==> src/sv/bdsl_pkg.sv <==
`timescale 1ns / 1ps
// ----------------------------------------------------------------------------
// bdsl_pkg
// Shared types, constants and helpers of the blended duty slew limiter.
// ----------------------------------------------------------------------------
package bdsl_pkg;

  localparam int FRAC_BITS_DEF = 12;
  localparam int ADDR_W        = 5;
  localparam int DATA_W        = 32;
  localparam int IN_TDATA_W    = 40;
  localparam int OUT_TDATA_W   = 32;

  localparam logic [8:0] Q8_ONE = 9'd256;

  localparam logic [2:0] REG_THROTTLE_WEIGHT = 3'd0;
  localparam logic [2:0] REG_SMOOTH_ALPHA    = 3'd1;
  localparam logic [2:0] REG_MAX_STEP        = 3'd2;
  localparam logic [2:0] REG_SENSE_ENABLED   = 3'd3;
  localparam logic [2:0] REG_SENSE_ALPHA     = 3'd4;

  localparam logic [8:0] RST_THROTTLE_WEIGHT = 9'd218;
  localparam logic [8:0] RST_SMOOTH_ALPHA    = 9'd84;
  localparam logic [7:0] RST_MAX_STEP        = 8'd32;
  localparam logic       RST_SENSE_ENABLED   = 1'b1;
  localparam logic [8:0] RST_SENSE_ALPHA     = 9'd26;

  localparam logic [1:0] FUNC_UPDATE = 2'd0;
  localparam logic [1:0] FUNC_START  = 2'd1;
  localparam logic [1:0] FUNC_STOP   = 2'd2;

  typedef enum logic [8:0] {
    ST_IDLE = 9'b000000001,
    ST_WT   = 9'b000000010,
    ST_WP   = 9'b000000100,
    ST_AB   = 9'b000001000,
    ST_SCL  = 9'b000010000,
    ST_LAST = 9'b000100000,
    ST_SA   = 9'b001000000,
    ST_SB   = 9'b010000000,
    ST_DONE = 9'b100000000
  } state_e;

  typedef struct packed {
    logic [8:0] weight;
    logic [8:0] alpha;
    logic [7:0] max_step;
    logic       sense_en;
    logic [8:0] sense_alpha;
  } cfg_t;

  typedef struct packed {
    state_e step;
    logic   capture;
    logic   out_load;
  } ctl_t;

  function automatic logic [8:0] sat_q8(input logic [8:0] v);
    return (v > Q8_ONE) ? Q8_ONE : v;
  endfunction

endpackage

==> src/sv/blended_duty_slew_limiter.sv <==
`timescale 1ns / 1ps
// ----------------------------------------------------------------------------
// blended_duty_slew_limiter
// Blends throttle and pressure into a smoothed, slew-limited PWM duty.
// ----------------------------------------------------------------------------
// Each item carries one command in tuser: update, start or stop. Start and stop
// go straight from idle to the done state; an update runs its products one after
// another through a single 9-bit by N-bit multiplier, stepping through WT, WP,
// AB, SCL and LAST, plus SA and SB with current sensing enabled, before done. In
// the done state the finished item waits for a full output register to drain and
// is then loaded into it. The input is ready again the cycle after the load, and
// is not ready while an item is in work; the output register lets the next item
// be taken while a result waits.
module blended_duty_slew_limiter #(
  parameter int FRAC_BITS = bdsl_pkg::FRAC_BITS_DEF
) (
  input  logic                             clk_i,
  input  logic                             rst_ni,
  input  logic                             psel,
  input  logic                             penable,
  input  logic                             pwrite,
  input  logic [bdsl_pkg::ADDR_W-1:0]      paddr,
  input  logic [bdsl_pkg::DATA_W-1:0]      pwdata,
  output logic [bdsl_pkg::DATA_W-1:0]      prdata,
  output logic                             pready,
  input  logic                             s_axis_tvalid,
  output logic                             s_axis_tready,
  // throttle_level[12:0], pressure_level[25:13], sense_sample[37:26]
  input  logic [bdsl_pkg::IN_TDATA_W-1:0]  s_axis_tdata,
  // func[1:0]
  input  logic [1:0]                       s_axis_tuser,
  output logic                             m_axis_tvalid,
  input  logic                             m_axis_tready,
  // duty[7:0], enable_out[8], sense_filtered[28:9]
  output logic [bdsl_pkg::OUT_TDATA_W-1:0] m_axis_tdata
);
  import bdsl_pkg::*;

  cfg_t cfg;
  ctl_t ctl;
  logic out_free;

  bdsl_cfg u_cfg (
    .clk_i   (clk_i),
    .rst_ni  (rst_ni),
    .psel    (psel),
    .penable (penable),
    .pwrite  (pwrite),
    .paddr   (paddr),
    .pwdata  (pwdata),
    .prdata  (prdata),
    .pready  (pready),
    .cfg_o   (cfg)
  );

  bdsl_seq u_seq (
    .clk_i      (clk_i),
    .rst_ni     (rst_ni),
    .in_valid_i (s_axis_tvalid),
    .func_i     (s_axis_tuser),
    .sense_en_i (cfg.sense_en),
    .out_free_i (out_free),
    .in_ready_o (s_axis_tready),
    .ctl_o      (ctl)
  );

  bdsl_dp #(
    .FRAC_BITS (FRAC_BITS)
  ) u_dp (
    .clk_i       (clk_i),
    .rst_ni      (rst_ni),
    .ctl_i       (ctl),
    .cfg_i       (cfg),
    .func_i      (s_axis_tuser),
    .throttle_i  (s_axis_tdata[12:0]),
    .pressure_i  (s_axis_tdata[25:13]),
    .sample_i    (s_axis_tdata[37:26]),
    .out_ready_i (m_axis_tready),
    .out_valid_o (m_axis_tvalid),
    .out_data_o  (m_axis_tdata),
    .out_free_o  (out_free)
  );

  a_one_item_in_work : assert property (@(posedge clk_i) disable iff (!rst_ni)
    s_axis_tvalid && s_axis_tready |=> !s_axis_tready)
    else $error("input taken again while an item is in work");

  a_cmd_goes_done : assert property (@(posedge clk_i) disable iff (!rst_ni)
    s_axis_tvalid && s_axis_tready && s_axis_tuser != FUNC_UPDATE
    |=> ctl.step == ST_DONE)
    else $error("start or stop did not finish in one step");

  a_idle_duty_zero : assert property (@(posedge clk_i) disable iff (!rst_ni)
    m_axis_tvalid && !m_axis_tdata[8] |-> m_axis_tdata[7:0] == 8'h00)
    else $error("duty driven while inactive");

  a_load_when_free : assert property (@(posedge clk_i) disable iff (!rst_ni)
    ctl.out_load |-> (!m_axis_tvalid || m_axis_tready))
    else $error("result overwrote a pending item");

endmodule

==> src/sv/bdsl_cfg.sv <==
`timescale 1ns / 1ps
// ----------------------------------------------------------------------------
// bdsl_cfg
// Configuration register file with an APB-style write and read port.
// ----------------------------------------------------------------------------
module bdsl_cfg (
  input  logic                         clk_i,
  input  logic                         rst_ni,
  input  logic                         psel,
  input  logic                         penable,
  input  logic                         pwrite,
  input  logic [bdsl_pkg::ADDR_W-1:0]  paddr,
  input  logic [bdsl_pkg::DATA_W-1:0]  pwdata,
  output logic [bdsl_pkg::DATA_W-1:0]  prdata,
  output logic                         pready,
  output bdsl_pkg::cfg_t               cfg_o
);
  import bdsl_pkg::*;

  logic [8:0] weight_q, alpha_q, sense_alpha_q;
  logic [7:0] max_step_q;
  logic       sense_en_q;
  logic [2:0] idx;
  logic       wr;

  assign pready = 1'b1;
  assign idx    = paddr[4:2];
  assign wr     = psel & penable & pwrite & pready;

  always_ff @(posedge clk_i or negedge rst_ni) begin
    if (!rst_ni) begin
      weight_q      <= RST_THROTTLE_WEIGHT;
      alpha_q       <= RST_SMOOTH_ALPHA;
      max_step_q    <= RST_MAX_STEP;
      sense_en_q    <= RST_SENSE_ENABLED;
      sense_alpha_q <= RST_SENSE_ALPHA;
    end else if (wr) begin
      unique case (idx)
        REG_THROTTLE_WEIGHT: weight_q      <= pwdata[8:0];
        REG_SMOOTH_ALPHA:    alpha_q       <= pwdata[8:0];
        REG_MAX_STEP:        max_step_q    <= pwdata[7:0];
        REG_SENSE_ENABLED:   sense_en_q    <= pwdata[0];
        REG_SENSE_ALPHA:     sense_alpha_q <= pwdata[8:0];
        default: ;
      endcase
    end
  end

  always_comb begin
    unique case (idx)
      REG_THROTTLE_WEIGHT: prdata = DATA_W'(weight_q);
      REG_SMOOTH_ALPHA:    prdata = DATA_W'(alpha_q);
      REG_MAX_STEP:        prdata = DATA_W'(max_step_q);
      REG_SENSE_ENABLED:   prdata = DATA_W'(sense_en_q);
      REG_SENSE_ALPHA:     prdata = DATA_W'(sense_alpha_q);
      default:             prdata = '0;
    endcase
  end

  assign cfg_o.weight      = sat_q8(weight_q);
  assign cfg_o.alpha       = sat_q8(alpha_q);
  assign cfg_o.max_step    = max_step_q;
  assign cfg_o.sense_en    = sense_en_q;
  assign cfg_o.sense_alpha = sat_q8(sense_alpha_q);

endmodule

==> src/sv/bdsl_seq.sv <==
`timescale 1ns / 1ps
// ----------------------------------------------------------------------------
// bdsl_seq
// Step sequencer that walks the shared multiplier through one item.
// ----------------------------------------------------------------------------
module bdsl_seq (
  input  logic          clk_i,
  input  logic          rst_ni,
  input  logic          in_valid_i,
  input  logic [1:0]    func_i,
  input  logic          sense_en_i,
  input  logic          out_free_i,
  output logic          in_ready_o,
  output bdsl_pkg::ctl_t ctl_o
);
  import bdsl_pkg::*;

  state_e state_q, state_d;
  logic   accept;

  assign in_ready_o = (state_q == ST_IDLE);
  assign accept     = in_ready_o & in_valid_i;

  always_comb begin
    state_d = state_q;
    unique case (state_q)
      ST_IDLE: begin
        if (accept) state_d = (func_i == FUNC_UPDATE) ? ST_WT : ST_DONE;
      end
      ST_WT:   state_d = ST_WP;
      ST_WP:   state_d = ST_AB;
      ST_AB:   state_d = ST_SCL;
      ST_SCL:  state_d = ST_LAST;
      ST_LAST: state_d = sense_en_i ? ST_SA : ST_DONE;
      ST_SA:   state_d = ST_SB;
      ST_SB:   state_d = ST_DONE;
      ST_DONE: begin
        if (out_free_i) state_d = ST_IDLE;
      end
      default: state_d = ST_IDLE;
    endcase
  end

  always_ff @(posedge clk_i or negedge rst_ni) begin
    if (!rst_ni) begin
      state_q <= ST_IDLE;
    end else begin
      state_q <= state_d;
    end
  end

  assign ctl_o.step     = state_q;
  assign ctl_o.capture  = accept;
  assign ctl_o.out_load = (state_q == ST_DONE) & out_free_i;

endmodule

==> src/sv/bdsl_dp.sv <==
`timescale 1ns / 1ps
// ----------------------------------------------------------------------------
// bdsl_dp
// Datapath: shared multiplier, duty and sense state, output item register.
// ----------------------------------------------------------------------------
module bdsl_dp #(
  parameter int FRAC_BITS = bdsl_pkg::FRAC_BITS_DEF
) (
  input  logic                             clk_i,
  input  logic                             rst_ni,
  input  bdsl_pkg::ctl_t                   ctl_i,
  input  bdsl_pkg::cfg_t                   cfg_i,
  input  logic [1:0]                       func_i,
  input  logic [12:0]                      throttle_i,
  input  logic [12:0]                      pressure_i,
  input  logic [11:0]                      sample_i,
  input  logic                             out_ready_i,
  output logic                             out_valid_o,
  output logic [bdsl_pkg::OUT_TDATA_W-1:0] out_data_o,
  output logic                             out_free_o
);
  import bdsl_pkg::*;

  localparam int TW = (FRAC_BITS + 1 > 13) ? FRAC_BITS + 1 : 13;
  localparam int BW = (TW + 8 > 20) ? TW + 8 : 20;
  localparam int PW = BW + 9;
  localparam logic [TW-1:0] ONE = TW'(1) << FRAC_BITS;

  logic [TW-1:0]   t_q, p_q, t_raw, p_raw;
  logic [11:0]     samp_q;
  logic [PW-1:0]   tmp_q;
  logic [15:0]     z_q;
  logic [7:0]      last_q;
  logic            act_q;
  logic [19:0]     accum_q;
  logic            out_valid_q;
  logic [7:0]      duty_q;
  logic            en_q;
  logic [19:0]     sense_q;

  logic [8:0]      mul_a;
  logic [BW-1:0]   mul_b;
  logic [PW-1:0]   prod;
  logic [PW+7:0]   scaled;
  logic [16:0]     sum17;
  logic [8:0]      cand9;
  logic [8:0]      c9, last9, lim9, new9;
  logic [PW-1:0]   sense_sum;

  assign t_raw = TW'(throttle_i);
  assign p_raw = TW'(pressure_i);

  always_comb begin
    mul_a = '0;
    mul_b = '0;
    unique case (ctl_i.step)
      ST_WT: begin
        mul_a = cfg_i.weight;
        mul_b = BW'(t_q);
      end
      ST_WP: begin
        mul_a = Q8_ONE - cfg_i.weight;
        mul_b = BW'(p_q);
      end
      ST_AB: begin
        mul_a = cfg_i.alpha;
        mul_b = tmp_q[BW-1:0];
      end
      ST_LAST: begin
        mul_a = Q8_ONE - cfg_i.alpha;
        mul_b = BW'(last_q);
      end
      ST_SA: begin
        mul_a = Q8_ONE - cfg_i.sense_alpha;
        mul_b = BW'(accum_q);
      end
      ST_SB: begin
        mul_a = cfg_i.sense_alpha;
        mul_b = BW'({samp_q, 8'h00});
      end
      default: ;
    endcase
  end

  assign prod = PW'(mul_a) * PW'(mul_b);

  // times 255 as shift and subtract, then drop the blend fraction bits
  assign scaled = {tmp_q, 8'h00} - (PW + 8)'(tmp_q);

  assign sum17 = 17'(prod) + {1'b0, z_q};
  assign cand9 = sum17[16:8];
  assign c9    = (cand9 > 9'd255) ? 9'd255 : cand9;
  assign last9 = {1'b0, last_q};
  assign lim9  = {1'b0, cfg_i.max_step};

  always_comb begin
    new9 = c9;
    if (c9 > last9 && (c9 - last9) > lim9) new9 = last9 + lim9;
    if (c9 < last9 && (last9 - c9) > lim9) new9 = last9 - lim9;
  end

  assign sense_sum = tmp_q + prod;

  always_ff @(posedge clk_i) begin
    if (ctl_i.capture) begin
      t_q    <= (t_raw > ONE) ? ONE : t_raw;
      p_q    <= (p_raw > ONE) ? ONE : p_raw;
      samp_q <= sample_i;
    end
    unique case (ctl_i.step)
      ST_WT:   tmp_q <= prod;
      ST_WP:   tmp_q <= tmp_q + prod;
      ST_AB:   tmp_q <= prod;
      ST_SCL:  z_q   <= 16'(scaled >> (FRAC_BITS + 8));
      ST_SA:   tmp_q <= prod;
      default: ;
    endcase
  end

  always_ff @(posedge clk_i or negedge rst_ni) begin
    if (!rst_ni) begin
      last_q  <= '0;
      act_q   <= 1'b0;
      accum_q <= '0;
    end else begin
      if (ctl_i.capture) begin
        if (func_i == FUNC_START) act_q <= 1'b1;
        if (func_i == FUNC_STOP)  act_q <= 1'b0;
      end
      if (ctl_i.step == ST_LAST) last_q  <= new9[7:0];
      if (ctl_i.step == ST_SB)   accum_q <= 20'(sense_sum >> 8);
    end
  end

  assign out_free_o = !out_valid_q || out_ready_i;

  always_ff @(posedge clk_i or negedge rst_ni) begin
    if (!rst_ni) begin
      out_valid_q <= 1'b0;
    end else if (ctl_i.out_load) begin
      out_valid_q <= 1'b1;
    end else if (out_ready_i) begin
      out_valid_q <= 1'b0;
    end
  end

  always_ff @(posedge clk_i) begin
    if (ctl_i.out_load) begin
      duty_q  <= act_q ? last_q : 8'h00;
      en_q    <= act_q;
      sense_q <= accum_q;
    end
  end

  assign out_valid_o = out_valid_q;
  assign out_data_o  = {3'b000, sense_q, en_q, duty_q};

endmodule
==> config.mk <==
export PLATFORM = sky130hd
export DESIGN_NAME = blended_duty_slew_limiter
export DESIGN_NICKNAME = d
export VERILOG_FILES = /design/src/sv/bdsl_pkg.sv /design/src/sv/blended_duty_slew_limiter.sv /design/src/sv/bdsl_cfg.sv /design/src/sv/bdsl_seq.sv /design/src/sv/bdsl_dp.sv
export SDC_FILE = /design/constraint.sdc
export NUM_CORES = 1
export LEC_CHECK = 0
export CORE_MARGIN = 8
export CORE_UTILIZATION = 40
export CTS_CLUSTER_SIZE = 20
export DETAILED_ROUTE_END_ITERATION = 6
export DONT_BUFFER_PORTS = 1
export GPL_TIMING_DRIVEN = 0
export HOLD_SLACK_MARGIN = 0.15
export PLACE_DENSITY_LB_ADDON = 0.1
export SLEW_MARGIN = 30
export SYNTH_ARGS = -nofsm -noshare
export SYNTH_HDL_FRONTEND = slang
export SYNTH_HIERARCHICAL = 1
export SYNTH_SLANG_ARGS = --single-unit
==> constraint.sdc <==
create_clock -name clk_i -period 16.3 [get_ports clk_i]
set_input_delay 0.815 -clock clk_i [delete_from_list [all_inputs] [get_ports clk_i]]
set_output_delay 0.815 -clock clk_i [all_outputs]
set_load 0.01 [all_outputs]
-- After elaboration in Yosys (flattened, before gate mapping)
Index checks and enable logic that the tools add are counted.
- flip-flop bits (word level): 188
- input bits: 86
- output and inout port bits: 67
- logic and storage cells: 96
- $add $sub $neg: 10
- $mul: 1
- $lt $le $gt $ge: 10
- eq/ne operators: 17
- multiplexer cells: 19
- bitwise operators: 4
- reductions and logical operators: 17
- operators with widths (operator ; count):
    $pmux 21 s6 ; 1
    $pmux 9 s9 ; 1
    $mux 9 ; 8
    $pmux 30 s2 ; 1
    $pmux 9 s6 ; 1
    $pmux 9 s5 ; 1
    $sub 36x30->36 ; 1
    $add 30x30->30 ; 1
    $mul 9x21->30 ; 1
    $gt 9x8->1 ; 3
    $gt 9x9->1 const B ; 3
    $sub 9x9->9 const A ; 3
    $gt 13x13->1 const B ; 2
    $add 17x16->17 ; 1
    $mux 8 ; 2
    $reduce_and 2->1 ; 7
    $eq 9x1->1 const B ; 1
    $eq 9x2->1 const B ; 1
    $eq 9x3->1 const B ; 1
    $eq 9x4->1 const B ; 1
    $eq 9x5->1 const B ; 1
    $eq 9x6->1 const B ; 1
    $eq 9x7->1 const B ; 1
    $eq 9x8->1 const B ; 1
    other kinds (23) ; 33

-- Logic depth before layout (Yosys ltp)
- depth after elaboration: 13
- mapped depth: 54
- mapped depth without buffers: 50

-- Hierarchy
The synthesis kept the hierarchy.
- by module, submodules not included (module ; times used ; cells each ; area an instance (µm²) ; seq. area each (µm²)):
    bdsl_dp ; 1 ; 1864 ; 16788.6 ; 4144.0
    bdsl_cfg ; 1 ; 179 ; 2093.3 ; 917.1
    bdsl_seq ; 1 ; 54 ; 515.5 ; 226.5

-- Least setup slack after synthesis
No wires, ideal clock.
- path type: flip-flop to flip-flop
- start: register u_seq.state_q[1]
- end: register u_dp.last_q[5]
- setup time: 0.124 ns
- arrival: 11.348 ns
- required time: 16.176 ns
- slack: 4.828 ns
- cell stages (with the launch flop): 51
- buffers on the path: 5
- period minus slack after synthesis: 11.472 ns
- cell sequence: dfrtp_1 or4_4 nor4_4 buf_6 o21ai_4 a222oi_1 ha_1 nand4_2 nor4b_4 nand3_1 xnor2_1 o21ai_1 buf_2 and2_1 fa_1 inv_1 fa_1 inv_1 [15 not listed] buf_2 or2_2 ha_1 clkbuf_1 nor2b_1 o21a_1 o21ai_1 nand2b_1 a211oi_1 nor2_1 ha_1 o21a_1 o22ai_1 a21oi_1 o31ai_1 clkbuf_1 nand3_1 o31a_1
- word-level cells in the longest chain between the ends: 11
- elaborated cells between the ends (all ways): 22
- those cells by class: 3 x add/sub; 1 x mul; 5 x order compare; 6 x eq/ne; 5 x mux; 2 x reduce/logical
- ends and longest elaborated chain (what ; RTL line ; RTL):
    from (decl) ; bdsl_seq.sv:18 ; state_e state_q, state_d;
    from (signal assigned) ; bdsl_seq.sv:48 ; state_q <= state_d;
    $eq 9x8->1, or another cell as far along ; bdsl_dp.sv:56 ; unique case (ctl_i.step)
    $pmux 9 s6 or $pmux 21 s6 (tied branches) ; bdsl_dp.sv:56 ;
    $mul 9x21->30 ; bdsl_dp.sv:85 ; assign prod = PW'(mul_a) * PW'(mul_b);
    $add 17x16->17 ; bdsl_dp.sv:90 ; assign sum17 = 17'(prod) + {1'b0, z_q};
    $gt 9x8->1 ; bdsl_dp.sv:92 ; assign c9 = (cand9 > 9'd255) ? 9'd255 : cand9;
    $mux 9 ; bdsl_dp.sv:92 ;
    $sub 9x8->9 ; bdsl_dp.sv:98 ; if (c9 > last9 && (c9 - last9) > lim9) new9 = last9 + lim9;
    $gt 9x8->1 ; bdsl_dp.sv:98 ;
    $logic_and 1x1->1 ; bdsl_dp.sv:98 ;
    $mux 8 ; bdsl_dp.sv:98 ;
    $mux 8 ; bdsl_dp.sv:99 ; if (c9 < last9 && (last9 - c9) > lim9) new9 = last9 - lim9;
    to (signal assigned) ; bdsl_dp.sv:130 ; if (ctl_i.step == ST_LAST) last_q <= new9[7:0];
    to (decl) ; bdsl_dp.sv:33 ; logic [7:0] last_q;
Parallel ways exist; a longest one is shown, timed or not.
A chain may end at the register's enable or synchronous reset.

-- Worst setup path in the final report
- start: register u_seq.state_q[6]
- end: register u_dp.last_q[1]
Same word-level chain as after synthesis.

==> impl_metrics.env <==
export IMPL_cp_required_ps=16650
export IMPL_grt_first_pass_wirelength_mm=96.0
export IMPL_insertion_delay_ps=490
export IMPL_ioPinCount=153
export IMPL_start_util=0.405
export IMPL_synth_edf_count=113
export IMPL_synthCells=2097
export IMPL_place_congestion=0.939
export IMPL_slew_viol_final=0
export IMPL_fin_ws_ps=1970
export IMPL_ir_drop_v=0.0000609
export IMPL_layout_commonest_cell="nand2_1"
export IMPL_hpwlAfterDp_mm=50.8
export IMPL_worst_ep_arrival_time_ps=14680
export IMPL_drtAntennaViolNets=0
export IMPL_nets=2536
export IMPL_fin_crit_ps=14330
export IMPL_p_per_area_nw_per_um2=67.7
export IMPL_cpMaxStageDelayCell="o31ai_1"
export IMPL_initialDrtViolationCount=1386
export IMPL_most_common_layout_cells="nand2_1, inv_1, ha_1"
export IMPL_crit_path_frequent_cell="clkbuf_1"
export IMPL_drive_gt1_frac=0.0875
export IMPL_die_area_sq_um=55800
export IMPL_antenna_found_initial=0
export IMPL_io_buffers=0
export IMPL_r2r_end="u_dp/last_q[1]"
export IMPL_fp_row_count=80
export IMPL_p_leak_uw=0.00959
export IMPL_synthArstFlopShare=0.399
export IMPL_track_usage=0.226
export IMPL_setup_viol=0
export IMPL_first_global_vias=15700
export IMPL_violations="DRC"
export IMPL_cts_tree="built"
export IMPL_coreArea_sq_um=47800
export IMPL_syn_to_final_growth_pct=8.66
export IMPL_clkTransAtPathRegs_ps=80
export IMPL_ys_flop_type="edfxtp_1"
export IMPL_endpoint_kind="register"
export IMPL_wirelength_mm=62.9
export IMPL_grt_overflow_total=0
export IMPL_worst_r2r_setup_slack_ps=1970
export IMPL_clock_skew_ps=17.9
export IMPL_hold_class="in2async"
export IMPL_clock_sinks=188
export IMPL_min_period_over_period=0.879
export IMPL_vias_per_cell=5.59
export IMPL_grt_setup_unrepaired="no"
export IMPL_placed_cell_area_sq_um=20400
export IMPL_ys_types=93
export IMPL_avgSynthCellArea_sq_um=9.25
export IMPL_yosysSeqAreaShare=0.273
export IMPL_crit_type="reg2reg"
export IMPL_synth_seq_cells=188
export IMPL_wl_per_cell_um=22.7
export IMPL_clock_root_buffer="clkbuf_16"
export IMPL_startpoint_type="register"
export IMPL_place_ws_ps=2310
export IMPL_finalHoldViolCount=0
export IMPL_cts_setup_buffers=0
export IMPL_route_detailed_drc=3
export IMPL_status="finished, violations left"
export IMPL_syn_area_sq_um=19400
export IMPL_worstMarginPinSlew_ps=1050
export IMPL_clock_path_buffers=2
export IMPL_max_cap_violations=0
export IMPL_cts_buffers=17
export IMPL_fmax_ghz=0.0698
export IMPL_ys_warn_count=6
export IMPL_grt_max_degree=75
export IMPL_cts_htree_levels=4
export IMPL_slowest_delay_ps=890
export IMPL_maxSlewHeadroom=0.293
export IMPL_r2r_cells=47
export IMPL_critPathMaxFanout=10
export IMPL_drtPass1Iterations=7
export IMPL_dieHeight_um=236
export IMPL_fin_tns_setup_ps=0
export IMPL_via_count=15500
export IMPL_r2r_start="u_seq/state_q[6]"
export IMPL_stdcell_area_sq_um=21100
export IMPL_die_w_um=236
==> flip-flops by register name (all words and copies together) (netlist names), 8 cells and up <==
| name | flops |
|---|---|
| u_dp/samp_q | 12 |
| u_dp/last_q | 8 |
| u_cfg/max_step_q | 8 |
| u_dp/p_q | 13 |
| u_dp/accum_q | 20 |
| u_seq/state_q | 9 |
| u_dp/sense_q | 20 |
| u_dp/t_q | 13 |
| u_dp/duty_q | 8 |
| u_cfg/weight_q | 9 |
| u_dp/tmp_q | 30 |
| u_cfg/alpha_q | 9 |
| u_dp/z_q | 16 |
| u_cfg/sense_alpha_q | 9 |
==> per-layer routing <==
metal / up-vias / wire (um) / GRT usage
met3: 83 / 5050 / 0.0648
met2: 518 / 28000 / 0.349
met5: - / 97 / 0.0134
li1: 7292 / - / -
met1: 7639 / 28200 / 0.304
met4: 2 / 1560 / 0.0655
==> power breakdown <==
group | internal [uW] | total, uW | switching (uW)
clock network | 229 | 463 | 234
logic | 130 | 325 | 194
registers | 583 | 640 | 57.2
total | 942 | 1430 | 486
==> cells in the mapped netlist (all sizes together), types with 7 or more instances <==
master / number / area [sq um]
nand2: 254 / 953
inv: 245 / 920
ha: 163 / 2040
fa: 139 / 2780
edfxtp: 113 / 3390
nor2: 103 / 402
a21oi: 93 / 465
nor2b: 89 / 557
o21ai: 89 / 457
xnor2: 63 / 552
dfrtp: 61 / 1530
clkbuf: 55 / 206
buf: 54 / 372
a21o: 42 / 315
mux2: 42 / 507
nand3: 40 / 200
and2: 39 / 244
xor2: 28 / 245
nor3: 26 / 135
nand2b: 25 / 156
a22oi: 24 / 180
and3: 21 / 134
a222oi: 20 / 200
o21a: 20 / 150
o21bai: 17 / 128
or3: 17 / 106
nand4: 16 / 113
dfstp: 14 / 368
a211oi: 12 / 90.1
o211ai: 12 / 90.1
a221o: 11 / 110
or2: 11 / 68.8
o221ai: 10 / 87.6
a221oi: 9 / 78.8
a31oi: 9 / 56.3
nor3b: 8 / 71.3
o22ai: 8 / 50.1
nor4: 7 / 65.1
==> critical path: cells and delay by family, from the launching register on <==
kind / cells / cell delay, ps
compound gates: 13 / 3820
simple gates: 14 / 3610
fa+ha+maj: 8 / 3510
buf+inv: 10 / 2130
xor+xnor: 2 / 570
flops: 1 / 500
==> how the worst max path moves through the flow <==
| stage | depth (start not counted) | endpoint | start | slack, ps |
|---|---|---|---|---|
| after global routing | 50 | u_dp/last_q[5] | u_seq/state_q[6] | 1320 |
| after floorplan | 50 | u_dp/last_q[5] | u_seq/state_q[1] | 4830 |
| after CTS | 49 | u_dp/last_q[1] | u_seq/state_q[1] | 2210 |
| after detailed placement | 49 | u_dp/last_q[1] | u_seq/state_q[1] | 2310 |
| final | 47 | u_dp/last_q[1] | u_seq/state_q[6] | 1970 |
| after global placement | 45 | u_dp/last_q[1] | u_seq/state_q[1] | 2320 |
==> what timing repair did <==
item,CTS,global route
hold buffers,2,0
resized for setup,0,0
hold endpoints to repair,74,0
==> cells by family after synthesis <==
logic type,synth area share
AND/OR/NAND/NOR,0.180
AO/OA/AOI/OAI,0.151
buffers and inverters,0.0772
XOR/XNOR,0.0411
other,0.000580
adder cells (fa/ha/maj),0.249
flip-flops,0.273
multiplexers,0.0292
==> metrics by stage <==
stage	power, uW	cells	util	hold slack (ps)
after global placement	951	2736	0.423	502
after floorplan	855	2121	-	438
after CTS	1440	2776	0.440	199
after detailed placement	966	2742	0.426	503
final	1430	2777	0.441	194
after global routing	1500	2776	0.440	201
==> layout make-up <==
cell class                      count  area [sq um]
Antenna cell                        1          2.50
Buffer                            109           578
Clock buffer                       17           425
Clock inverter                     15           235
Fill cell                        4750         26800
Inverter                          245           920
Multi-Input combinational cell   1579         12700
Sequential cell                   188          5290
Tap cell                          615           769
Timing Repair Buffer                8           135
No activity file was read; power rests on OpenSTA's default activity.
